## src/rtl/assert_macros.svh

```systemverilog
// Assertion macros for the RTL file that carries concurrent checks (the top level).
`ifndef ASSERT_MACROS_SVH
`define ASSERT_MACROS_SVH

// Same-cycle implication, disabled while reset is high.
`define ASSERT_IMPL(label, clk, rst, ante, cons, msg) \
  label: assert property (@(posedge clk) disable iff (rst) (ante) |-> (cons)) \
    else $error(msg);

// Next-cycle implication, disabled while reset is high.
`define ASSERT_NEXT(label, clk, rst, ante, cons, msg) \
  label: assert property (@(posedge clk) disable iff (rst) (ante) |=> (cons)) \
    else $error(msg);

`endif

```

## src/rtl/tmtw_pkg.sv

```systemverilog
// Package: shared types and constants of the text console writer.
`default_nettype none

package tmtw_pkg;

  localparam int DEF_COLS = 80;
  localparam int DEF_ROWS = 25;

  localparam int CELL_W       = 16;
  localparam int CHAR_W       = 8;
  localparam int ATTR_W       = 8;
  localparam int CUR_ROW_W    = 5;
  localparam int CUR_COL_W    = 7;
  localparam int OP_W         = 2;
  localparam int IN_DATA_W    = 24;
  localparam int OUT_DATA_W   = 32;
  localparam int APB_ADDR_W   = 3;
  localparam int APB_DATA_W   = 32;

  localparam logic [ATTR_W-1:0] ATTR_RESET = 8'h0F;
  localparam logic [CHAR_W-1:0] BLANK_CHAR = 8'h20;
  localparam logic [CHAR_W-1:0] CHAR_NL    = 8'd10;
  localparam logic [CHAR_W-1:0] CHAR_CR    = 8'd13;
  localparam logic [CHAR_W-1:0] CHAR_BS    = 8'd8;

  typedef enum logic [OP_W-1:0] {
    OP_PUT   = 2'd0,
    OP_READ  = 2'd1,
    OP_CLEAR = 2'd2
  } op_t;

  typedef enum logic {
    REG_ATTR   = 1'b0,
    REG_RENDER = 1'b1
  } reg_idx_t;

  typedef struct packed {
    logic [ATTR_W-1:0] attr;
    logic              render_en;
  } cfg_t;

  typedef struct packed {
    logic [CUR_COL_W-1:0] cursor_col;
    logic [CUR_ROW_W-1:0] cursor_row;
    logic [ATTR_W-1:0]    cell_attr;
    logic [CHAR_W-1:0]    cell_char;
  } result_t;

endpackage

`default_nettype wire

```

## src/rtl/tmtw_regs.sv

```systemverilog
// APB register block: text attribute and render enable.
`default_nettype none

module tmtw_regs (
  input  wire logic                             clk,
  input  wire logic                             rst,
  input  wire logic                             psel,
  input  wire logic                             penable,
  input  wire logic                             pwrite,
  input  wire logic [tmtw_pkg::APB_ADDR_W-1:0]  paddr,
  input  wire logic [tmtw_pkg::APB_DATA_W-1:0]  pwdata,
  output logic      [tmtw_pkg::APB_DATA_W-1:0]  prdata,
  output logic                                  pready,
  output tmtw_pkg::cfg_t                        cfg
);

  import tmtw_pkg::*;

  reg_idx_t idx;
  logic     wr;

  assign pready = 1'b1;
  assign idx    = reg_idx_t'(paddr[2]);
  assign wr     = psel && penable && pwrite && pready;

  always_ff @(posedge clk) begin
    if (rst) begin
      cfg.attr      <= ATTR_RESET;
      cfg.render_en <= 1'b1;
    end else if (wr) begin
      case (idx)
        REG_ATTR:   cfg.attr      <= pwdata[ATTR_W-1:0];
        REG_RENDER: cfg.render_en <= pwdata[0];
        default: ;
      endcase
    end
  end

  always_comb begin
    case (idx)
      REG_ATTR:   prdata = {{(APB_DATA_W-ATTR_W){1'b0}}, cfg.attr};
      REG_RENDER: prdata = {{(APB_DATA_W-1){1'b0}}, cfg.render_en};
      default:    prdata = '0;
    endcase
  end

endmodule

`default_nettype wire

```

## config.mk

```make
export PLATFORM = sky130hd
export DESIGN_NAME = tmtw_regs
export DESIGN_NICKNAME = d
export VERILOG_FILES = /design/src/rtl/assert_macros.svh /design/src/rtl/tmtw_pkg.sv /design/src/rtl/tmtw_regs.sv
export SDC_FILE = /design/constraint.sdc
export NUM_CORES = 1
export LEC_CHECK = 0
export ABC_CLOCK_PERIOD_IN_PS = 850
export BUFFER_PORTS_ARGS = -buffer_cell sky130_fd_sc_hd__buf_2
export CORE_MARGIN = 5
export CORE_UTILIZATION = 29
export DETAILED_ROUTE_END_ITERATION = 7
export HOLD_SLACK_MARGIN = 0.1
export PLACE_DENSITY = 0.76
export SYNTH_ARGS = -nofsm -noshare
export SYNTH_HDL_FRONTEND = slang
export SYNTH_SLANG_ARGS = --single-unit
```

## constraint.sdc

```tcl
create_clock -name clk -period 0.85 [get_ports clk]
set_input_delay 0.17 -clock clk [delete_from_list [all_inputs] [get_ports clk]]
set_output_delay 0.17 -clock clk [all_outputs]
set_load 0.005 [all_outputs]
```

* Word level (Yosys, flattened, before mapping)
Index checks and enable logic that the tools add are counted.
** Storage, ports and cells
- Flip-flop bits (word level) :: 9
- Output and inout bits :: 42
- Word-level logic and storage cells :: 8
- Bits of input ports :: 40
** Operators by class
- Reductions and logical operators :: 4
- Bitwise logic cells :: 1
- Mux-type cells :: 1
** Operator list (count)
- one-hot mux 32 bit (2 select lines) :: 1
- AND reduction 2 bit :: 2
- logical AND 1 bit :: 2
- NOT 1 bit :: 1

* Depth between registers and ports, before layout
Gate-level depths: netlist of run 1.
- Word-level depth :: 3
- Mapped depth :: 4
- Mapped depth without buffers :: 2

* Worst setup path after synthesis of run 1
No wires, ideal clock.
- Path kind :: input -> register
- Start :: input paddr[2] (netlist name)
- End :: register cfg[1] (netlist name)
- Setup time :: 0.072 ns
- Data required time :: 0.778 ns
- Buffers on the path :: 2
- Stages on the path :: 4
- Arrival :: 0.824 ns
- Setup slack :: -0.045 ns
- Path through :: buf_6 > and4b_1 > buf_6 > mux2i_1
** On the way
- Cells in the longest elaborated chain, start to end :: 2
** Ends and longest elaborated chain
- start, declared :: RTL line tmtw_regs.sv:10 : input wire logic [tmtw_pkg::APB_ADDR_W-1:0] paddr,
- NOT 1 bit
- AND reduction 2 bit (no line)
- end, declared :: RTL line tmtw_regs.sv:14 : output tmtw_pkg::cfg_t cfg
No other way between the ends.
A chain may end at the register's enable or synchronous reset.

* Final worst setup path of run 1
- Start :: register cfg[1] (netlist name)
- End :: output prdata[0] (netlist name)
** On the way
- Cells in the longest elaborated chain, start to end :: 1
** Ends and longest elaborated chain
- one-hot mux 32 bit (2 select lines) :: RTL line tmtw_regs.sv:40 : case (idx)
- end, declared :: RTL line tmtw_regs.sv:12 : output logic [tmtw_pkg::APB_DATA_W-1:0] prdata,
No other way between the ends. The select of a mux whose other input is x is not followed.

==> summary.txt, run 1 <==
Run status
  – Status: finished, violations left
  – Failing checks: setup timing

Timing
  – Pins over their slew limit: 0
  – Fin crit period: 1120 ps
  – Fin Hold WS: ~160 ps
  – Final Hold Viols: 0
  – RSZ-0062 raised after global routing: yes
  – Period utilization: 132%
  – Clock Skews: 0 ps
  – Setup Viol. Count Final: 17
  – Max Fclk: ~0.89 GHz
  – Setup TNS: -2660 ps
  – Final WS setup: -269 ps

Setup path
  – Worst-path fanout max: 2
  – R2r endpoint: cfg[3]$_SDFFE_PP1P_
  – Kind of critical path: reg -> out
  – Setup crit start kind: register
  – Largest stage delay, worst path: 320 ps
  – Startpoint of the worst setup timing path: cfg[1]$_SDFFE_PP1P_
  – CP Capture Type: primary output
  – Setup crit end: prdata[0]
  – Critical Path RT: a little under 700 ps
  – R2R Setup Slk: roughly 30 ps
  – Critical-path cell list: mux2_2 > buf_2
  – Worst reg2reg path depth: 4
  – FF-to-FF Start: cfg[3]$_SDFFE_PP1P_
  – Worst EP arrival: about 950 ps
  – CP max-delay cell: dfxtp_2

Logic synthesis
  – Ys flop type: dfxtp_1
  – Xor/xnor share of the synthesized area: 0%
  – Post-synth ARST share: 0%
  – Post-synthesis mux area share: between 10% and 20%
  – Synth area leader: buf_4
  – Sequential-to-total area share from yosys stat: ~27%
  – Main combinational cell family by area after synthesis: buffers and inverters
  – Post-synth top cells: buf_4, dfxtp_1, mux2i_1, nor2_1, nand2b_1
  – Netlist cell types: 12
  – Post-Synthesis Cells: 75
  – FF+latch count, synth: 9
  – Compound-Gate Fraction of Synth Area: 0%
  – Synth Area in Adders: 0%
  – Share of the synthesized area in the top cell type: ~28%
  – Post-Syn Area per Cell: roughly 9 um2
  – Synth area leaders: buf_4, dfxtp_1, mux2i_1, and2b_2, nand2b_1
  – Post-synth EDFFs: 0
  – Yosys warns: 0
  – Most frequent cell after synthesis: buf_4
  – Synth Cell Area: between 600 and 700 um2
  – Synth Area in Simple Gates: between 20 and 25%

Final layout
  – Multi-input gate area in the final layout: ~370 um2
  – Layout cells sized above 1: around three fifths
  – Storage element area: 191 um2
  – # fillers: around 220
  – Antenna diode count: 0
  – NumNets Final: ~160
  – Final instance area: approximately 1000 um2
  – Fin cells: 150
  – Biggest register: cfg
  – Biggest regs: cfg (9)
  – Max FFs per register: 9
  – Area delta synth->final: 55.3%

GRT
  – Largest net degree at the start of global routing: 18
  – Vias in the first global route: between 500 and 600
  – GRT Total Usage: around a tenth
  – Initial antenna violation count: 0
  – Grt ovf: 0
  – First-pass GRT wire length: between 2000 and 2500 um

Clock tree
  – Clk slew on worst S/H paths: roughly 60 ps
  – H-tree depth: 1
  – CTS sink cnt: 9
  – CTS tree: built
  – CTS max path bufs: 2
  – Num CTS Buffers: 3
  – Clock latency on the worst-skew pair: 250 ps
  – Hold buffer count at CTS: 0
  – Root Driver: clkbuf_4

Drt
  – Initial DRC Count: 10
  – Routed wire length: 1650 um
  – Detail Route Antenna Nets: 0
  – Post-DR vias/cell: 3.79
  – Wirelength per Cell: between 10 and 15 um
  – Pre-antenna DRT Iters: 2
  – DRC errors left: 0
  – Routed via count: roughly 570

Job
  – Max cap viols: 0

Pwr
  – Sw Ratio: 24.6%
  – VDD IR max: just under 600 uV
  – Power Dens Cells: ~930 nW/um2
  – Int Pwr: around 0.73 mW
  – Gate power share: 21.8%
  – Sequential Power Share: 45.4%
  – Clk pwr share: about a third
  – Pleak: around 0.5 nW
  – Net Sw Power: 0.238 mW

Place
  – GP Congestion: approximately 0.67
  – Placed instance area: around 760 um2
  – Placed cells: ~130
  – # port buffers: 30
  – Post-Place Setup Slack: -174 ps
  – Dpl hpwl: approximately 1200 um

Floorplanning
  – Die Wd: between 50 and 60 um
  – Area of the core: ~2200 um2
  – Io pins: just over 80
  – Die height: approximately 58 um
  – Die area: about 3400 um2
  – Initial Util: roughly 30%
  – FP Rows: 17

Worst hold path
  – WHS Path Cells: 3
  – Worst hold path class: in -> reg
## through the flow
stage | power (mW) | utilization (%)
2_1_floorplan | 0.621 | -
3_3_place_gp | 0.596 | 34.3
3_5_place_dp | 0.601 | 34.3
4_1_cts | 0.959 | 43.4
5_1_grt | 1.03 | 46.7
6_report | 0.966 | 46.7
## worst max-delay path, delay by kind of cell (launching register included)
kind | cells | cell delay, ps
flops | 1 | 320
buf+inv | 1 | 120
mux | 1 | 250
## area by class of cell
type | count | share of cell area, %
multi-input cells | 61 | 36.0
flip-flops and latches | 9 | 18.5
repair buffers | 48 | 39.6
well taps | 28 | 3.39
clock buffers | 4 | 2.54
## kinds of logic (layout without fill, tap and decap cells)
| group | after synthesis | count (layout) |
|---|---|---|
| DFF | 9 | 9 |
| muxes | 10 | 10 |
| buffers and inverters | 28 | 52 |
| and+or+nand+nor | 26 | 26 |
| other | 2 | 25 |
## cell usage in the layout (no fill, tap or decap), types with 3 or more instances in the layout
master / instances
nor2_2: 3
buf_6: 23
and2b_2: 7
buf_2: 15
nor2_1: 5
nand2b_1: 8
clkbuf_4: 3
conb_1: 25
buf_4: 10
mux2i_1: 9
dfxtp_2: 9
## power groups by stage
stage	combinational (mW)	sequential, mW	clock (mW)
floorplan	0.174	0.447	0
global placement	0.150	0.446	0
detailed placement	0.154	0.447	0
CTS	0.187	0.438	0.333
global route	0.233	0.439	0.363
finish	0.211	0.439	0.317
## worst min path at each step
stage                   start                  end  slack [ps]
floorplan           pwdata[4]  cfg[5]$_SDFFE_PP0P_         320
finish              pwdata[4]  cfg[5]$_SDFFE_PP0P_         160
detailed placement  pwdata[7]  cfg[8]$_SDFFE_PP0P_         440
global placement    pwdata[3]  cfg[4]$_SDFFE_PP1P_         430
global route        pwdata[5]  cfg[6]$_SDFFE_PP0P_         160
CTS                 pwdata[4]  cfg[5]$_SDFFE_PP0P_         160
## routing by layer
| metal | GRT usage, % | vias up | part of all wire, % |
|---|---|---|---|
| met3 | 5.57 | 2 | 14 |
| met2 | 19.2 | 37 | 55 |
| met1 | 7.79 | 249 | 31 |
| met5 | 0 | - | 0 |
| li1 | - | 281 | - |
| met4 | 1.99 | 0 | 0.24 |
## timing repair
item                       4_1_cts  5_1_grt
buffers inserted                11        2
cloned                           0        0
resized for setup               23       14
pin swaps                        0        3
hold endpoints to repair         0        0
setup endpoints to repair       17       19
No activity file was read; power rests on OpenSTA's default activity.
==> run 2, diff against run 1 <==
MAX_ROUTING_LAYER = met4   (was default)
==> run 2 against run 1 <==
Effect of this change: the run still ends with setup timing left; final area is the same; setup slack is essentially flat; flip-flop and latch count is the same; critical path depth is the same; utilization is the same; via count shrank 0.70%; highest routed layer is now met3.
==> summary.txt, run 2 (synthesis gave the netlist of run 1 again) <==
GRT
  – Grt ovf: 0 (unchanged)
  – First-pass GRT wire length: 2420 um (about the same)
  – Initial antenna violation count: 0 (unchanged)
  – GRT Total Usage: 9.82% (was 9.54%)
  – Vias in the first global route: 546 (was 539)
  – Largest net degree at the start of global routing: 18 (unchanged)

Timing
  – Pins over their slew limit: 0 (unchanged)
  – Final Hold Viols: 0 (unchanged)
  – Max Fclk: 0.893 GHz (about the same)
  – Final WS setup: -270 ps (was -269 ps)
  – Period utilization: 132% (about the same)
  – Fin crit period: 1120 ps (about the same)
  – Clock Skews: 0 ps (unchanged)
  – RSZ-0062 raised after global routing: yes (unchanged)
  – Setup Viol. Count Final: 17 (unchanged)

Drt
  – DRC errors left: 0 (unchanged)
  – Routed via count: 565 (was 569)
  – Pre-antenna DRT Iters: 2 (unchanged)
  – Wirelength per Cell: 11.0 um (unchanged)
  – Routed wire length: 1650 um (unchanged)
  – Post-DR vias/cell: 3.77 (was 3.79)
  – Initial DRC Count: 10 (unchanged)
  – Detail Route Antenna Nets: 0 (unchanged)

Floorplanning
  – Io pins: 82 (unchanged)
  – Die Wd: 57.9 um (unchanged)
  – FP Rows: 17 (unchanged)
  – Die height: 57.9 um (unchanged)
  – Area of the core: 2210 um2 (unchanged)
  – Initial Util: 30.1% (unchanged)
  – Die area: 3350 um2 (unchanged)

Setup path
  – CP max-delay cell: dfxtp_2 (unchanged)
  – Worst EP arrival: 950 ps (about the same)
  – CP Capture Type: primary output (unchanged)
  – Kind of critical path: reg -> out (unchanged)
  – Setup crit start kind: register (unchanged)
  – Worst-path fanout max: 2 (unchanged)
  – Worst Path Buf+Inv: 1 (unchanged)
  – Critical-path cell list: mux2_2 > buf_2 (unchanged)
  – Critical Path RT: 680 ps (about the same)
  – CP delay by family, top: flip-flops (unchanged)
  – Largest stage delay, worst path: 320 ps (about the same)
  – R2R Setup Slk: 30 ps (about the same)

Final layout
  – Final instance area: 1030 um2 (unchanged)
  – Biggest register: cfg (unchanged)
  – Final core occ: 46.7% (unchanged)
  – Max FFs per register: 9 (unchanged)
  – Layout cells sized above 1: 59.0% (unchanged)
  – # fillers: 222 (unchanged)
  – Biggest regs: cfg (9) (unchanged)
  – Most frequent cells in the layout: conb_1, buf_6, buf_2 (unchanged)
  – Area delta synth->final: 55.3% (unchanged)
  – NumNets Final: 163 (unchanged)
  – Antenna diode count: 0 (unchanged)
  – Commonest non-fill, non-tap cell in the layout: conb_1 (unchanged)

Pwr
  – VDD IR max: 578 uV (about the same)
  – Pleak: 0.512 nW (unchanged)
  – Power Dens Cells: 935 nW/um2 (about the same)

Job
  – Max cap viols: 0 (unchanged)

Run status
  – Failing checks: setup timing (unchanged)
  – Status: finished, violations left (unchanged)

Clock tree
  – Clk slew on worst S/H paths: 60 ps (about the same)
  – Hold buffer count at CTS: 0 (unchanged)
  – Clock latency on the worst-skew pair: 250 ps (about the same)
  – Num CTS Buffers: 3 (unchanged)
  – H-tree depth: 1 (unchanged)
  – CTS max path bufs: 2 (unchanged)
  – Root Driver: clkbuf_4 (unchanged)
  – CTS sink cnt: 9 (unchanged)
  – CTS tree: built (unchanged)

Worst hold path
  – Worst hold path class: in -> reg (unchanged)

Place
  – Placed instance area: 759 um2 (unchanged)
  – GP Congestion: 0.679 (was 0.672)
  – Dpl hpwl: 1220 um (unchanged)
  – # port buffers: 30 (unchanged)
-- run 2: cell counts in the layout (fill, tap and decap cells not counted) --
No cell type changed its count.
-- run 2: power by group --
part	internal [mW]	total [mW]	switching, mW
Sequential	0.433	0.439	0.00550
Clock	0.180	0.317	0.137
Combinational	0.115	0.211	0.0956
-- run 2: per-stage QoR --
stage | setup TNS [ps] | power [mW] | setup slack, ps | instances | hold slack, ps
after floorplan | -345 | 0.621 | -43.2 | 98 | 325
after detailed placement | -1990 | 0.601 | -174 | 133 | 442
after global placement | -1490 | 0.596 | -115 | 133 | 425
after CTS | -2720 | 0.959 | -282 | 148 | 159
after global routing | -3320 | 1.03 | -317 | 150 | 162
final | -2660 | 0.966 | -270 | 150 | 164
-- run 2: final timing paths --
kind | start | end | cells after the start
setup reg to reg | cfg[3]$_SDFFE_PP1P_ | cfg[3]$_SDFFE_PP1P_ | 4
hold / removal | pwdata[4] | cfg[5]$_SDFFE_PP0P_ | 3
hold reg to reg | cfg[5]$_SDFFE_PP0P_ | cfg[5]$_SDFFE_PP0P_ | 3
setup / recovery | cfg[1]$_SDFFE_PP1P_ | prdata[0] | 2
-- run 2: what timing repair did --
action                     4_1_cts  5_1_grt
gates resized for setup         23       14
setup buffers                   11        2
pin swaps                        0        3
setup endpoints to repair       17       19
-- run 2: worst reg2reg max path, cell delays in order (launching register included) --
cell and delay, ps:
dfxtp_2 320, buf_6 110, buf_4 120, nor2_2 90, mux2i_1 70
-- run 2: area by class of cell --
type                    instances  area [um2]  area share (%)
well taps                      28        35.0            3.39
repair buffers                 48         409            39.6
multi-input cells              61         372            36.0
clock buffers                   4        26.3            2.54
flip-flops and latches          9         191            18.5
-- run 2: metal layers --
layer  part of all wire, %  GRT usage [%]
met5                     0              -
met4                     0           1.99
met3                    12           4.90
met2                    55           19.2
met1                    32           8.19
