===== config.mk =====
export PLATFORM = sky130hd
export DESIGN_NAME = tmtw_cons
export DESIGN_NICKNAME = d
export VERILOG_FILES = /design/src/rtl/assert_macros.svh /design/src/rtl/tmtw_pkg.sv /design/src/rtl/tmtw_cons.sv
export SDC_FILE = /design/constraint.sdc
export NUM_CORES = 1
export LEC_CHECK = 0
export BUFFER_PORTS_ARGS = -buffer_cell sky130_fd_sc_hd__buf_2
export CAP_MARGIN = 20
export CORE_MARGIN = 1.5
export CORE_UTILIZATION = 38
export DETAILED_ROUTE_END_ITERATION = 10
export MAX_ROUTING_LAYER = met4
export PLACE_DENSITY_LB_ADDON = 0.2
export SYNTH_ARGS = -nofsm -noshare
export SYNTH_HDL_FRONTEND = slang
export SYNTH_SLANG_ARGS = --single-unit

===== constraint.sdc =====
create_clock -name clk -period 6.35 [get_ports clk]
set_input_delay 0.3175 -clock clk [delete_from_list [all_inputs] [get_ports clk]]
set_output_delay 0.3175 -clock clk [all_outputs]
set_load 0.1 [all_outputs]

===== src/rtl/assert_macros.svh =====
// Assertion macros for the RTL file that carries concurrent checks (the top level).
`ifndef ASSERT_MACROS_SVH
`define ASSERT_MACROS_SVH

// Same-cycle implication, disabled while reset is high.
`define ASSERT_IMPL(label, clk, rst, ante, cons, msg) \
  label: assert property (@(posedge clk) disable iff (rst) (ante) |-> (cons)) \
    else $error(msg);

// Next-cycle implication, disabled while reset is high.
`define ASSERT_NEXT(label, clk, rst, ante, cons, msg) \
  label: assert property (@(posedge clk) disable iff (rst) (ante) |=> (cons)) \
    else $error(msg);

`endif


===== src/rtl/tmtw_pkg.sv =====
// Package: shared types and constants of the text console writer.
`default_nettype none

package tmtw_pkg;

  localparam int DEF_COLS = 80;
  localparam int DEF_ROWS = 25;

  localparam int CELL_W       = 16;
  localparam int CHAR_W       = 8;
  localparam int ATTR_W       = 8;
  localparam int CUR_ROW_W    = 5;
  localparam int CUR_COL_W    = 7;
  localparam int OP_W         = 2;
  localparam int IN_DATA_W    = 24;
  localparam int OUT_DATA_W   = 32;
  localparam int APB_ADDR_W   = 3;
  localparam int APB_DATA_W   = 32;

  localparam logic [ATTR_W-1:0] ATTR_RESET = 8'h0F;
  localparam logic [CHAR_W-1:0] BLANK_CHAR = 8'h20;
  localparam logic [CHAR_W-1:0] CHAR_NL    = 8'd10;
  localparam logic [CHAR_W-1:0] CHAR_CR    = 8'd13;
  localparam logic [CHAR_W-1:0] CHAR_BS    = 8'd8;

  typedef enum logic [OP_W-1:0] {
    OP_PUT   = 2'd0,
    OP_READ  = 2'd1,
    OP_CLEAR = 2'd2
  } op_t;

  typedef enum logic {
    REG_ATTR   = 1'b0,
    REG_RENDER = 1'b1
  } reg_idx_t;

  typedef struct packed {
    logic [ATTR_W-1:0] attr;
    logic              render_en;
  } cfg_t;

  typedef struct packed {
    logic [CUR_COL_W-1:0] cursor_col;
    logic [CUR_ROW_W-1:0] cursor_row;
    logic [ATTR_W-1:0]    cell_attr;
    logic [CHAR_W-1:0]    cell_char;
  } result_t;

endpackage

`default_nettype wire


===== src/rtl/tmtw_cons.sv =====
// Console sequencer: cursor, scroll offset, cell writes, fills and reads.
`default_nettype none

module tmtw_cons #(
  parameter int SCREEN_COLS = tmtw_pkg::DEF_COLS,
  parameter int SCREEN_ROWS = tmtw_pkg::DEF_ROWS,
  localparam int ADDR_W = $clog2(SCREEN_COLS * SCREEN_ROWS)
) (
  input  wire logic                            clk,
  input  wire logic                            rst,
  input  wire tmtw_pkg::cfg_t                  cfg,
  input  wire logic                            in_valid,
  output logic                                 in_ready,
  input  wire logic [tmtw_pkg::OP_W-1:0]       in_op,
  input  wire logic [tmtw_pkg::CHAR_W-1:0]     in_char,
  input  wire logic [tmtw_pkg::CUR_ROW_W-1:0]  in_row,
  input  wire logic [tmtw_pkg::CUR_COL_W-1:0]  in_col,
  output logic                                 ram_we,
  output logic      [ADDR_W-1:0]               ram_waddr,
  output logic      [tmtw_pkg::CELL_W-1:0]     ram_wdata,
  output logic                                 ram_re,
  output logic      [ADDR_W-1:0]               ram_raddr,
  input  wire logic [tmtw_pkg::CELL_W-1:0]     ram_rdata,
  output logic                                 res_valid,
  input  wire logic                            res_ready,
  output tmtw_pkg::result_t                    res
);

  import tmtw_pkg::*;

  localparam int ROW_W = $clog2(SCREEN_ROWS);
  localparam int COL_W = $clog2(SCREEN_COLS);
  localparam int CELLS = SCREEN_ROWS * SCREEN_COLS;
  localparam logic [ROW_W-1:0] ROW_LAST = ROW_W'(SCREEN_ROWS - 1);
  localparam logic [COL_W-1:0] COL_LAST = COL_W'(SCREEN_COLS - 1);
  localparam logic [ROW_W:0]   ROWS_X   = (ROW_W+1)'(SCREEN_ROWS);

  typedef enum logic [3:0] {
    ST_IDLE = 4'b0001,
    ST_READ = 4'b0010,
    ST_FILL = 4'b0100,
    ST_EMIT = 4'b1000
  } state_t;

  state_t state;

  // top holds the physical row shown as screen row 0; scrolling bumps it
  logic [ROW_W-1:0]  cur_row, row_next, top, top_next;
  logic [COL_W-1:0]  cur_col, col_next;
  logic [ADDR_W-1:0] fill_addr, fill_end;
  logic [CELL_W-1:0] fill_data;
  logic              fill_emit;
  logic [CHAR_W-1:0] res_char;
  logic [ATTR_W-1:0] res_attr;

  logic              accept, put_go, do_nl, scroll, wr_char, rd_in_range;
  logic [ROW_W:0]    sum_cur, sum_rd;
  logic [ROW_W-1:0]  phys_cur, phys_rd;
  logic [ADDR_W-1:0] cur_addr, rd_addr, scroll_base;

  assign in_ready = (state == ST_IDLE);
  assign accept   = in_valid && in_ready;
  assign put_go   = accept && (in_op == OP_PUT) && cfg.render_en;

  // logical to physical row: add the scroll offset modulo the row count
  assign sum_cur  = {1'b0, cur_row} + {1'b0, top};
  assign phys_cur = (sum_cur >= ROWS_X) ? ROW_W'(sum_cur - ROWS_X) : ROW_W'(sum_cur);
  assign sum_rd   = {1'b0, ROW_W'(in_row)} + {1'b0, top};
  assign phys_rd  = (sum_rd >= ROWS_X) ? ROW_W'(sum_rd - ROWS_X) : ROW_W'(sum_rd);

  assign cur_addr    = ADDR_W'(phys_cur) * ADDR_W'(SCREEN_COLS) + ADDR_W'(cur_col);
  assign rd_addr     = ADDR_W'(phys_rd) * ADDR_W'(SCREEN_COLS) + ADDR_W'(in_col);
  assign scroll_base = ADDR_W'(top) * ADDR_W'(SCREEN_COLS);

  assign rd_in_range = (32'(in_row) < SCREEN_ROWS) && (32'(in_col) < SCREEN_COLS);

  always_comb begin
    row_next = cur_row;
    col_next = cur_col;
    top_next = top;
    do_nl    = 1'b0;
    wr_char  = 1'b0;
    scroll   = 1'b0;
    if (put_go) begin
      case (in_char)
        CHAR_NL: do_nl = 1'b1;
        CHAR_CR: col_next = '0;
        CHAR_BS: begin
          if (cur_col != '0) col_next = cur_col - 1'b1;
        end
        default: begin
          wr_char = 1'b1;
          if (cur_col == COL_LAST) do_nl = 1'b1;
          else col_next = cur_col + 1'b1;
        end
      endcase
      if (do_nl) begin
        col_next = '0;
        if (cur_row == ROW_LAST) begin
          // old top row becomes the new bottom row and gets blanked
          scroll   = 1'b1;
          top_next = (top == ROW_LAST) ? '0 : top + 1'b1;
        end else begin
          row_next = cur_row + 1'b1;
        end
      end
    end
  end

  // one item in flight at a time, so a read never meets a pending write
  assign ram_we    = (state == ST_FILL) || wr_char;
  assign ram_waddr = (state == ST_FILL) ? fill_addr : cur_addr;
  assign ram_wdata = (state == ST_FILL) ? fill_data : {cfg.attr, in_char};
  assign ram_re    = accept && (in_op == OP_READ) && rd_in_range;
  assign ram_raddr = rd_addr;

  always_ff @(posedge clk) begin
    if (rst) begin
      state     <= ST_FILL;
      fill_addr <= '0;
      fill_end  <= ADDR_W'(CELLS - 1);
      fill_data <= {ATTR_RESET, BLANK_CHAR};
      fill_emit <= 1'b0;
      cur_row   <= '0;
      cur_col   <= '0;
      top       <= '0;
      res_char  <= '0;
      res_attr  <= '0;
    end else begin
      case (state)
        ST_IDLE: begin
          if (accept) begin
            res_char <= '0;
            res_attr <= '0;
            case (in_op)
              OP_PUT: begin
                cur_row <= row_next;
                cur_col <= col_next;
                top     <= top_next;
                if (scroll) begin
                  fill_addr <= scroll_base;
                  fill_end  <= scroll_base + ADDR_W'(SCREEN_COLS - 1);
                  fill_data <= {cfg.attr, BLANK_CHAR};
                  fill_emit <= 1'b1;
                  state     <= ST_FILL;
                end else begin
                  state <= ST_EMIT;
                end
              end
              OP_READ: state <= rd_in_range ? ST_READ : ST_EMIT;
              OP_CLEAR: begin
                cur_row   <= '0;
                cur_col   <= '0;
                top       <= '0;
                fill_addr <= '0;
                fill_end  <= ADDR_W'(CELLS - 1);
                fill_data <= {cfg.attr, BLANK_CHAR};
                fill_emit <= 1'b1;
                state     <= ST_FILL;
              end
              default: state <= ST_EMIT;
            endcase
          end
        end
        ST_READ: begin
          res_char <= ram_rdata[CHAR_W-1:0];
          res_attr <= ram_rdata[CELL_W-1:CHAR_W];
          state    <= ST_EMIT;
        end
        ST_FILL: begin
          fill_addr <= fill_addr + 1'b1;
          if (fill_addr == fill_end) begin
            state <= fill_emit ? ST_EMIT : ST_IDLE;
          end
        end
        ST_EMIT: begin
          if (res_ready) state <= ST_IDLE;
        end
        default: state <= ST_IDLE;
      endcase
    end
  end

  assign res_valid      = (state == ST_EMIT);
  assign res.cell_char  = res_char;
  assign res.cell_attr  = res_attr;
  assign res.cursor_row = CUR_ROW_W'(cur_row);
  assign res.cursor_col = CUR_COL_W'(cur_col);

endmodule

`default_nettype wire


# Yosys cells after proc, flatten, opt, wreduce, memory -nomap -nowiden
# Index checks and enable logic that the tools add are counted.
# word_totals
ff_bits,76
inputBits,51
output_inout_bits,70
# op_classes
addsub,12
multipliers,3
n_lt_le_gt_ge,4
eq_ne,26
mux,48
n_reduce_logical,21
# ops
cell,n
$pmux W11 S2,3
$mux W5,9
$mux W11,4
$mux W16,2
$pmux W16 S2,1
$pmux W8 S2,2
$mux W7,4
$eq A8 B4 Y1 const B,3
$mux W4,6
$add A11 B7 Y11,2
$mul A5 B3 Y7 const B,3
$pmux W7 S3,1
$pmux W5 S2,2
$pmux W4 S4,1
$pmux W7 S2,1
$add A5 B5 Y6,2
$ge A6 B5 Y1 const B,2
$pmux W4 S3,1
$reduce_and A6 Y1,2
$add A11 B1 Y11 const B,1
$add A11 B7 Y11 const B,1
$eq A11 B11 Y1,1
$add A5 B1 Y5 const B,2
$eq A5 B5 Y1 const B,2
32 further kinds,56

# Depth between registers and ports, before layout
# Gate-level depths: netlist (run 1).
# depth
ltp_word,11
ltp_mapped,18
mapped_depth_nobuf,18

# Least setup slack after synthesis (run 1)
# Ideal clock, no wire load.
# synth_path
path_kind,register to output
start,register cur_row[0]
end,output port ram_waddr[10]
t_arrival_ps,6301
setup_slack_ps,-269
stages_incl_launch_ff,18
path_cell_list,dfxtp_1 > ha_1 > inv_1 > fa_1 > ha_1 > nand2_1 > nor2_1 > o31a_1 > a31oi_1 > xnor2_1 > ha_1 > ha_1 > fa_1 > nand3b_1 > a2111oi_0 > a221oi_1 > or3_1 > a31oi_1
# synth_via
elab_chain_cells,6
elab_cells_between_ends,7
cone_classes,add/sub (3); mul (1); order compare (1); mux (2)
# synth_rtl
element,line_no,text
from (decl),tmtw_cons.sv:48,"logic [ROW_W-1:0] cur_row, row_next, top, top_next;"
from (signal assigned),tmtw_cons.sv:137,cur_row <= row_next;
$add A5 B5 Y6 (*),tmtw_cons.sv:66,"assign sum_cur = {1'b0, cur_row} + {1'b0, top};"
$sub A5 B5 Y5 / $ge A6 B5 Y1 (equally long branches),tmtw_cons.sv:67,assign phys_cur = (sum_cur >= ROWS_X) ? ROW_W'(sum_cur - ROWS_X) : ROW_W'(sum_cur);
$mux W5 (*),tmtw_cons.sv:67,
$mul A5 B3 Y7 (*),tmtw_cons.sv:71,assign cur_addr = ADDR_W'(phys_cur) * ADDR_W'(SCREEN_COLS) + ADDR_W'(cur_col);
$add A11 B7 Y11 (*),tmtw_cons.sv:71,
$mux W11 (*),tmtw_cons.sv:112,assign ram_waddr = (state == ST_FILL) ? fill_addr : cur_addr;
to (decl),tmtw_cons.sv:19,"output logic [ADDR_W-1:0] ram_waddr,"
# Every way passes the cells marked *; elsewhere a longest branch is shown, timed or not.

# Final worst setup path (run 1)
# layout_path
start,register top[0]
end,output port ram_waddr[10]
# layout_via
elab_chain_cells,6
elab_cells_between_ends,7
cone_classes,add/sub (3); mul (1); order compare (1); mux (2)
# layout_rtl
element,line_no,text
from (decl),tmtw_cons.sv:48,
from (signal assigned),tmtw_cons.sv:139,top <= top_next;
$add A5 B5 Y6 (*),tmtw_cons.sv:66,
$sub A5 B5 Y5 / $ge A6 B5 Y1 (equally long branches),tmtw_cons.sv:67,
$mux W5 (*),tmtw_cons.sv:67,
$mul A5 B3 Y7 (*),tmtw_cons.sv:71,
$add A11 B7 Y11 (*),tmtw_cons.sv:71,
$mux W11 (*),tmtw_cons.sv:112,
# Marks and branches as above.

==> impl_metrics.ini, run 1 <==
[synth]
syn_area_per_cell_um2 = 7.75
async_flop_share_pct = 0
synth_edf_count = 0
synth_area_mm2 = 0.00495
synth_flop_cell = dfxtp_1
ys_seq_area_share_pct = 25.9
yosysWarnings = 0
syn_nets = 746
synth.ff_latch_count = 64
synth_cells = 639
synthDistinctLibCells = 61

[drt]
antenna_left = 0
wirelength_um = 13800
drt_pass1_iterations = 5
drtIter0Drc = 349
vias = 4869
post-route-drc-count = 0
via_per_inst = 5.33
routedWlPerCell_um = 15.1

[cts]
post_cts_resized = 0
root_buffer = clkbuf_16
numCtsBuffers = 9
clk_pin_slew_ps = 60
cts_tree = done
htree_levels = 3
cts_setup_buffers = 0
cts_hold_buf = 0
clk_latency_ps = 330
cts.sinks = 64
clockBufferDepth = 2

[cells_and_area]
antennaDiodeCount = 0
areaGrowthSynthToFinish_pct = 21.0
seq_area_mm2 = 0.00128
multi_input_area_mm2 = 0.00349
layout-drive-gt1-share_pct = 20.2
fin_area_mm2 = 0.00599
mostFrequentLayoutCell = buf_2
fillers = 1272
final_cell_mix = buf_2 (112), nand2_1 (108), dfxtp_1 (64)
final_nets = 844

[power_and_ir_drop]
p_int_mw = 0.853
power_frac_clock_pct = 37.0
sw_frac_of_total_pct = 41.8
p_switching_mw = 0.611
vdd_drop_max_mv = 0.164
p_leak_nw = 2.73
power.density_mw_per_mm2 = 244
power_frac_seq_pct = 28.5
p_comb_share_pct = 34.5

[sta]
period_needed_ps = 5870
grt_setup_unrepaired = no
finalHoldViolCount = 0
worst_pin_slew_ps = 1080
postLayoutSetupSlackWorst_ps = 480
drv_slew = 0
max_freq_mhz = 170
setup-tns-final_ps = 0
setup_viol = 0
fin_skew_ps = 4.89
slew_headroom_pct = 27.0
post-route-period-util_pct = 92.4

[worst_hold_path]
min_from = cfg[2]
hp-class = input pin to register

[run]
maxCapViolCount = 0

[floorplanning]
fp.dieW_um = 117
fp-row-count = 41
start_util_pct = 39.1
design.core.area_mm2 = 0.0127
dieArea_mm2 = 0.0137
fp.dieH_um = 117
io_pins = 121

[setup_path]
arrival_ps = 5550
reg2reg_from = state[0]
worstPathMaxFanout = 10
critPathKind = register to output port
crit_start = top[0]
required_ps = 6030
crit_path_end_kind = output port
crit_path_start_kind = register

[grt]
grt_max_degree = 61
grt_usage_pct = 20.3
grt-ovfl-total = 0
grt_pass1_wl_um = 21400
antenna_found_initial = 0
grt_pass1_vias = 4415

[place]
port_buffers = 112
place_area_mm2 = 0.00565
dp_slack_ps = 833
dp_hpwl_um = 10400
gp_congestion = 0.853

[outcome]
status = finished, final reports clean
==> cells by family (layout without fill, tap and decap cells) <==
| group | after synthesis | after routing | share of synthesized area, % |
|---|---|---|---|
| flops | 64 | 64 | 25.9 |
| compound gates | 145 | 145 | 18.6 |
| buf+inv | 48 | 151 | 4.02 |
| mux | 1 | 1 | 0.227 |
| xor+xnor | 48 | 48 | 8.49 |
| fa+ha+maj | 56 | 56 | 15.4 |
| simple gates | 277 | 277 | 27.4 |
==> worst max-delay path, cell delays in order (launching register included) <==
cell and delay, ps:
dfxtp_1 530, ha_1 260, inv_1 60, fa_1 520, ha_1 240, nand2_1 80
nor2_1 50, o31a_1 360, a21oi_1 390, ha_1 330, ha_1 240, fa_1 450
nand3b_1 190, a2111oi_0 420, a221oi_1 100, or3_1 340, a31oi_2 190, buf_2 450
==> sequential cells by signal, indices dropped and copies added (netlist names) <==
register / cells
fill_data: 8
cur_col: 7
cur_row: 5
fill_end: 7
fill_emit: 1
fill_addr: 11
res_attr: 8
res_char: 8
state: 4
top: 5
==> path summary, 6_finish.rpt <==
check,end,slack (ps),cells past startpoint
worst max-delay path,ram_waddr[10],480,17
worst min-delay path,fill_data[9],210,3
worst max register to register,fill_end[4],3080,6
worst min register to register,fill_data[13],460,2
==> metrics by stage <==
stage | util [%] | cells | hold WS (ps) | power (mW)
floorplan | - | 639 | 437 | 0.855
global placement | 44.6 | 897 | 442 | 0.926
detailed placement | 44.6 | 897 | 452 | 0.930
CTS | 47.2 | 913 | 211 | 1.47
global route | 47.3 | 914 | 210 | 1.52
finish | 47.3 | 914 | 211 | 1.46
==> layout make-up <==
class,instances,area share (%)
Sequential cell,64,21.4
Clock inverter,7,1.71
Clock buffer,9,3.76
Inverter,18,1.13
Timing Repair Buffer,117,10.2
Multi-Input combinational cell,527,58.3
Tap cell,172,3.59
==> power groups by stage <==
stage	sequential, mW	combinational [mW]	clock [mW]
after floorplan	0.424	0.431	0
after global placement	0.426	0.501	0
after detailed placement	0.426	0.504	0
after CTS	0.417	0.506	0.550
after global routing	0.419	0.530	0.571
final	0.417	0.505	0.542
==> per-layer routing <==
layer	vias up	global-route usage, %	share of wire, %
li1	2463	-	-
met1	2269	27.1	49
met2	122	32.1	45
met3	15	3.35	4.2
met4	0	4.98	1.0
met5	-	-	0
==> cell usage after synthesis, drive strengths merged, types with 4 or more instances <==
cell    number  share of area (%)
fa           8                3.2
nand3b       5               0.76
inv         18                1.4
xor2        24                4.2
nor2        45                3.4
o21ai       25                2.5
nand3       34                3.4
nor4b        5               0.88
a31oi        7               0.88
or3          4               0.51
dfxtp       64                 26
xnor2       24                4.2
nor2b        9                1.1
a21oi       51                5.2
and2         8                1.0
and3         6               0.76
a31o         4               0.71
a21o        11                1.7
nand2      108                8.2
or2          5               0.63
a22oi        6               0.91
nand4b       4               0.71
buf          9                1.1
ha          48                 12
a211oi       7                1.1
o311ai       4               0.71
o22ai        4               0.51
clkbuf      21                1.6
nor3        13                1.3
nand2b      12                1.5
Power figures use the tool's default switching activity.
==> run 2, diff against run 1 <==
--- a/config.mk
+++ b/config.mk
@@ -5,11 +5,11 @@
 export SDC_FILE = /design/constraint.sdc
 export NUM_CORES = 1
 export LEC_CHECK = 0
-export BUFFER_PORTS_ARGS = -buffer_cell sky130_fd_sc_hd__buf_2
 export CAP_MARGIN = 20
-export CORE_MARGIN = 1.5
+export CORE_MARGIN = 10
 export CORE_UTILIZATION = 38
 export DETAILED_ROUTE_END_ITERATION = 10
+export DONT_BUFFER_PORTS = 1
 export MAX_ROUTING_LAYER = met4
 export PLACE_DENSITY_LB_ADDON = 0.2
 export SYNTH_ARGS = -nofsm -noshare
==> impl_metrics.ini, run 2 (synthesis results as in run 1) <==
[outcome]
status = finished, final reports clean

[cells_and_area]
antennaDiodeCount = 0
seq_area_mm2 = 0.00128
areaGrowthSynthToFinish_pct = 14.2
final_cell_mix = nand2_1 (108), dfxtp_1 (64), a21oi_1 (50)
layout-drive-gt1-share_pct = 10.8
mostFrequentLayoutCell = nand2_1
finish.utilization_pct = 44.7
fillers = 1288
final_nets = 753
multi_input_area_mm2 = 0.00355
regMostFlops = fill_addr
largest_reg_flops = 11

[floorplanning]
fp-row-count = 41
fp.dieH_um = 134
start_util_pct = 39.1
fp.dieW_um = 134
design.core.area_mm2 = 0.0127
io_pins = 121
dieArea_mm2 = 0.0180

[grt]
grt_use_met2_pct = 26.8
antenna_found_initial = 0
grt-ovfl-total = 0
busiest_layer = met2
grt_max_degree = 61
grt_pass1_wl_um = 24000
grtUsageMet3_pct = 5.45
grt_pass1_vias = 4537
grt_usage_pct = 16.7
gr-usage-met1_pct = 19.7

[power_and_ir_drop]
sw_frac_of_total_pct = 41.7
p_leak_nw = 2.35
p_comb_share_pct = 33.7
power.density_mw_per_mm2 = 256
p_switching_mw = 0.604
power_frac_seq_pct = 28.8
power_frac_clock_pct = 37.5
p_int_mw = 0.846
vdd_drop_max_mv = 0.118

[setup_path]
worstPathMaxFanout = 10
r2r_cells = 8
slowest_stage = dfxtp_1
arrival_ps = 5400
critPathKind = register to output port
crit_cells = 18
crit_top_cell = ha_1
required_ps = 6030
critPathTopFamily = adder cells
max_stage_delay_ps = 540
cp_num_buf_inv = 2
crit_path_end_kind = output port
path_cells = ha_1, inv_1, fa_1, ha_1, nand2_1, nor2_1, o31a_1, a31oi_1, xnor2_1, ha_1, ha_1, fa_1, nand3b_1, a2111oi_0, a221oi_1, or3_1, a31oi_2, buf_4
crit_path_start_kind = register

[cts]
cts_setup_buffers = 0
clk_pin_slew_ps = 60
root_buffer = clkbuf_16
post_cts_resized = 0
htree_levels = 3
clk_latency_ps = 330
clockBufferDepth = 2
cts.sinks = 64
cts_hold_buf = 0
numCtsBuffers = 9
cts_tree = done

[sta]
worst_pin_slew_ps = 1120
finalHoldViolCount = 0
setup_viol = 0
slew_headroom_pct = 25.1
grt_setup_unrepaired = no
fin_skew_ps = 6.11
setup-tns-final_ps = 0
drv_slew = 0
max_freq_mhz = 175
post-route-period-util_pct = 90.1
period_needed_ps = 5720
worst_hold_slack_ps = 60.1

[drt]
vias = 4654
via_per_inst = 5.65
wirelength_um = 14900
drtIter0Drc = 221
routedWlPerCell_um = 18.1
drt_pass1_iterations = 5
post-route-drc-count = 0
antenna_left = 0

[worst_hold_path]
hp-class = input pin to register
hold_depth = 1

[run]
maxCapViolCount = 0

[place]
port_buffers = 0
dp_hpwl_um = 11400
gp_congestion = 0.930
-- run 2: per-layer routing --
| layer | vias up | wire length, um |
|---|---|---|
| li1 | 2291 | - |
| met3 | 17 | 1220 |
| met5 | - | 0 |
| met4 | 0 | 199 |
| met2 | 134 | 7100 |
| met1 | 2212 | 6350 |
-- run 2: metrics by stage --
| stage | setup WS [ps] | area [um2] | power [mW] | std cells |
|---|---|---|---|---|
| detailed placement | 975 | 5330 | 0.916 | 807 |
| global placement | 1170 | 5330 | 0.914 | 807 |
| finish | 631 | 5660 | 1.45 | 823 |
| global route | 138 | 5660 | 1.50 | 823 |
| floorplan | 172 | 4960 | 0.855 | 639 |
| CTS | 603 | 5660 | 1.46 | 823 |
-- run 2: area by class of cell --
| cell class | instances | area share [%] |
|---|---|---|
| repair buffers | 26 | 3.76 |
| multi-input cells | 527 | 62.8 |
| inverters | 18 | 1.19 |
| well taps | 172 | 3.80 |
| clock inverters | 7 | 1.81 |
| flip-flops and latches | 64 | 22.6 |
| clock buffers | 9 | 3.98 |
-- run 2: path summary, 6_finish.rpt --
check,start,end,slack (ps)
worst max register to register,state[0],fill_end[9],2180
worst max-delay path,top[0],ram_waddr[10],630
worst min register to register,fill_data[14],fill_data[14],450
worst min-delay path,rst,top[3],60
-- run 2: power groups by stage --
stage                     clock, mW  sequential (mW)  combinational [mW]
after floorplan                   0            0.424               0.431
after global placement            0            0.426               0.488
after detailed placement          0            0.426               0.490
after CTS                     0.554            0.418               0.492
after global routing          0.574            0.419               0.512
final                         0.544            0.418               0.488
-- run 2: worst register-to-register path: cells and delay by family (launching register included) --
kind	cells	cell delay, ps
AND/OR/NAND/NOR	5	2520
buffers and inverters	2	1030
flip-flops	1	440
AO/OA/AOI/OAI	1	80
==> run 3, diff against run 2 <==
--- a/config.mk
+++ b/config.mk
@@ -7,7 +7,7 @@
 export LEC_CHECK = 0
 export CAP_MARGIN = 20
 export CORE_MARGIN = 10
-export CORE_UTILIZATION = 38
+export CORE_UTILIZATION = 25
 export DETAILED_ROUTE_END_ITERATION = 10
 export DONT_BUFFER_PORTS = 1
 export MAX_ROUTING_LAYER = met4
==> impl_metrics.ini, run 3 (synthesis results as in run 1) <==
[outcome]
status = finished, final reports clean

[cells_and_area]
final_cell_mix = nand2_1 (108), dfxtp_1 (64), a21oi_1 (50)
final_nets = 754
largest_reg_flops = 11
antennaDiodeCount = 0
mostFrequentLayoutCell = nand2_1
layout-drive-gt1-share_pct = 10.7
stdcell_count = 917
areaGrowthSynthToFinish_pct = 17.1
regMostFlops = fill_addr

[floorplanning]
io_pins = 121
fp.dieW_um = 161
fp-row-count = 51
dieArea_mm2 = 0.0258
start_util_pct = 25.5
fp.dieH_um = 161
design.core.area_mm2 = 0.0195

[drt]
via_per_inst = 5.03
vias = 4610
wirelength_um = 15900
antenna_left = 0
drt_pass1_iterations = 5
routedWlPerCell_um = 17.3
post-route-drc-count = 0
drtIter0Drc = 303

[cts]
clockBufferDepth = 2
post_cts_resized = 0
cts_hold_buf = 0
cts.sinks = 64
numCtsBuffers = 9
root_buffer = clkbuf_16
clk_latency_ps = 340
cts_setup_buffers = 0
clk_pin_slew_ps = 50
cts_tree = done
htree_levels = 3

[sta]
grt_setup_unrepaired = no
fin_skew_ps = 5.05
setup-tns-final_ps = 0
slew_headroom_pct = 22.3
worst_pin_slew_ps = 1160
setup_viol = 0
finalHoldViolCount = 0
post-route-period-util_pct = 90.4
period_needed_ps = 5740
max_freq_mhz = 174
drv_slew = 0

[setup_path]
crit_path_start_kind = register
required_ps = 6030
critPathKind = register to output port
crit_path_end_kind = output port
worstPathMaxFanout = 10
arrival_ps = 5430

[place]
gp_congestion = 0.833
dp_hpwl_um = 12400
port_buffers = 0
dp_cells = 901

[run]
maxCapViolCount = 0

[grt]
grt_pass1_vias = 4541
grt_max_degree = 61
antenna_found_initial = 0
grt_pass1_wl_um = 25600
grt-ovfl-total = 0
grt_usage_pct = 12.6

[power_and_ir_drop]
power.density_mw_per_mm2 = 256
p_leak_nw = 2.37
power_mw = 1.49
vdd_drop_max_mv = 0.105

[worst_hold_path]
hp-class = input pin to register
## run 3: changes by cell type in the layout (fill, tap and decap cells not counted), sizes merged
cell      previous run  this run
buf                 25        27
inv                 20        18
bufinv               2         3
clkbuf              10        11
clkinvlp             1         0
## run 3: worst paths after layout
path,startpoint,endpoint,slack [ps],depth (start not counted)
max,top[0],ram_raddr[10],610,18
max reg2reg,state[0],fill_addr[4],2200,8
min,rst,top[4],70,1
min reg2reg,fill_data[13],fill_data[13],450,2
## run 3: per-stage QoR
step | util [%] | worst slack (ps) | instance area (um2) | hold WS [ps]
6_report | 29.8 | 607 | 5800 | 68.7
3_5_place_dp | 28.0 | 937 | 5450 | 407
5_1_grt | 29.8 | 50.2 | 5800 | 44.6
2_1_floorplan | - | 172 | 4960 | 437
3_3_place_gp | 28.0 | 1130 | 5450 | 408
4_1_cts | 29.8 | 548 | 5800 | 46.1
## run 3: layer usage
metal,track usage [%],wire length (um)
met5,-,0
met4,4.43,385
met3,4.45,1290
met2,20.2,7560
met1,14.2,6660
## run 3: power breakdown
group	leakage, nW	internal (mW)	switching, mW
Combinational	1.69	0.0899	0.399
Sequential	0.517	0.409	0.00869
Clock	0.170	0.394	0.185
## run 3: final cells by class
cell class | count | area [um2]
fill | 2071 | 13700
multi-input combinational | 527 | 3550
sequential | 64 | 1280
timing repair buffer | 27 | 220
clock inverter | 5 | 104
tap | 265 | 332
clock buffer | 11 | 243
inverter | 18 | 67.6
## run 3: critical path, cell delays in order, from the launching register on
cell and delay (ps):
dfxtp_1 530, ha_1 270, inv_1 70, fa_1 400
xor2_1 490, nand2_1 100, nor2_1 110, o41ai_1 90
buf_4 170, o21ai_0 420, ha_1 330, ha_1 220
fa_1 550, nand2_1 90, nor2b_1 190, o21ai_0 110
a222oi_1 480, xnor2_2 160, buf_4 300
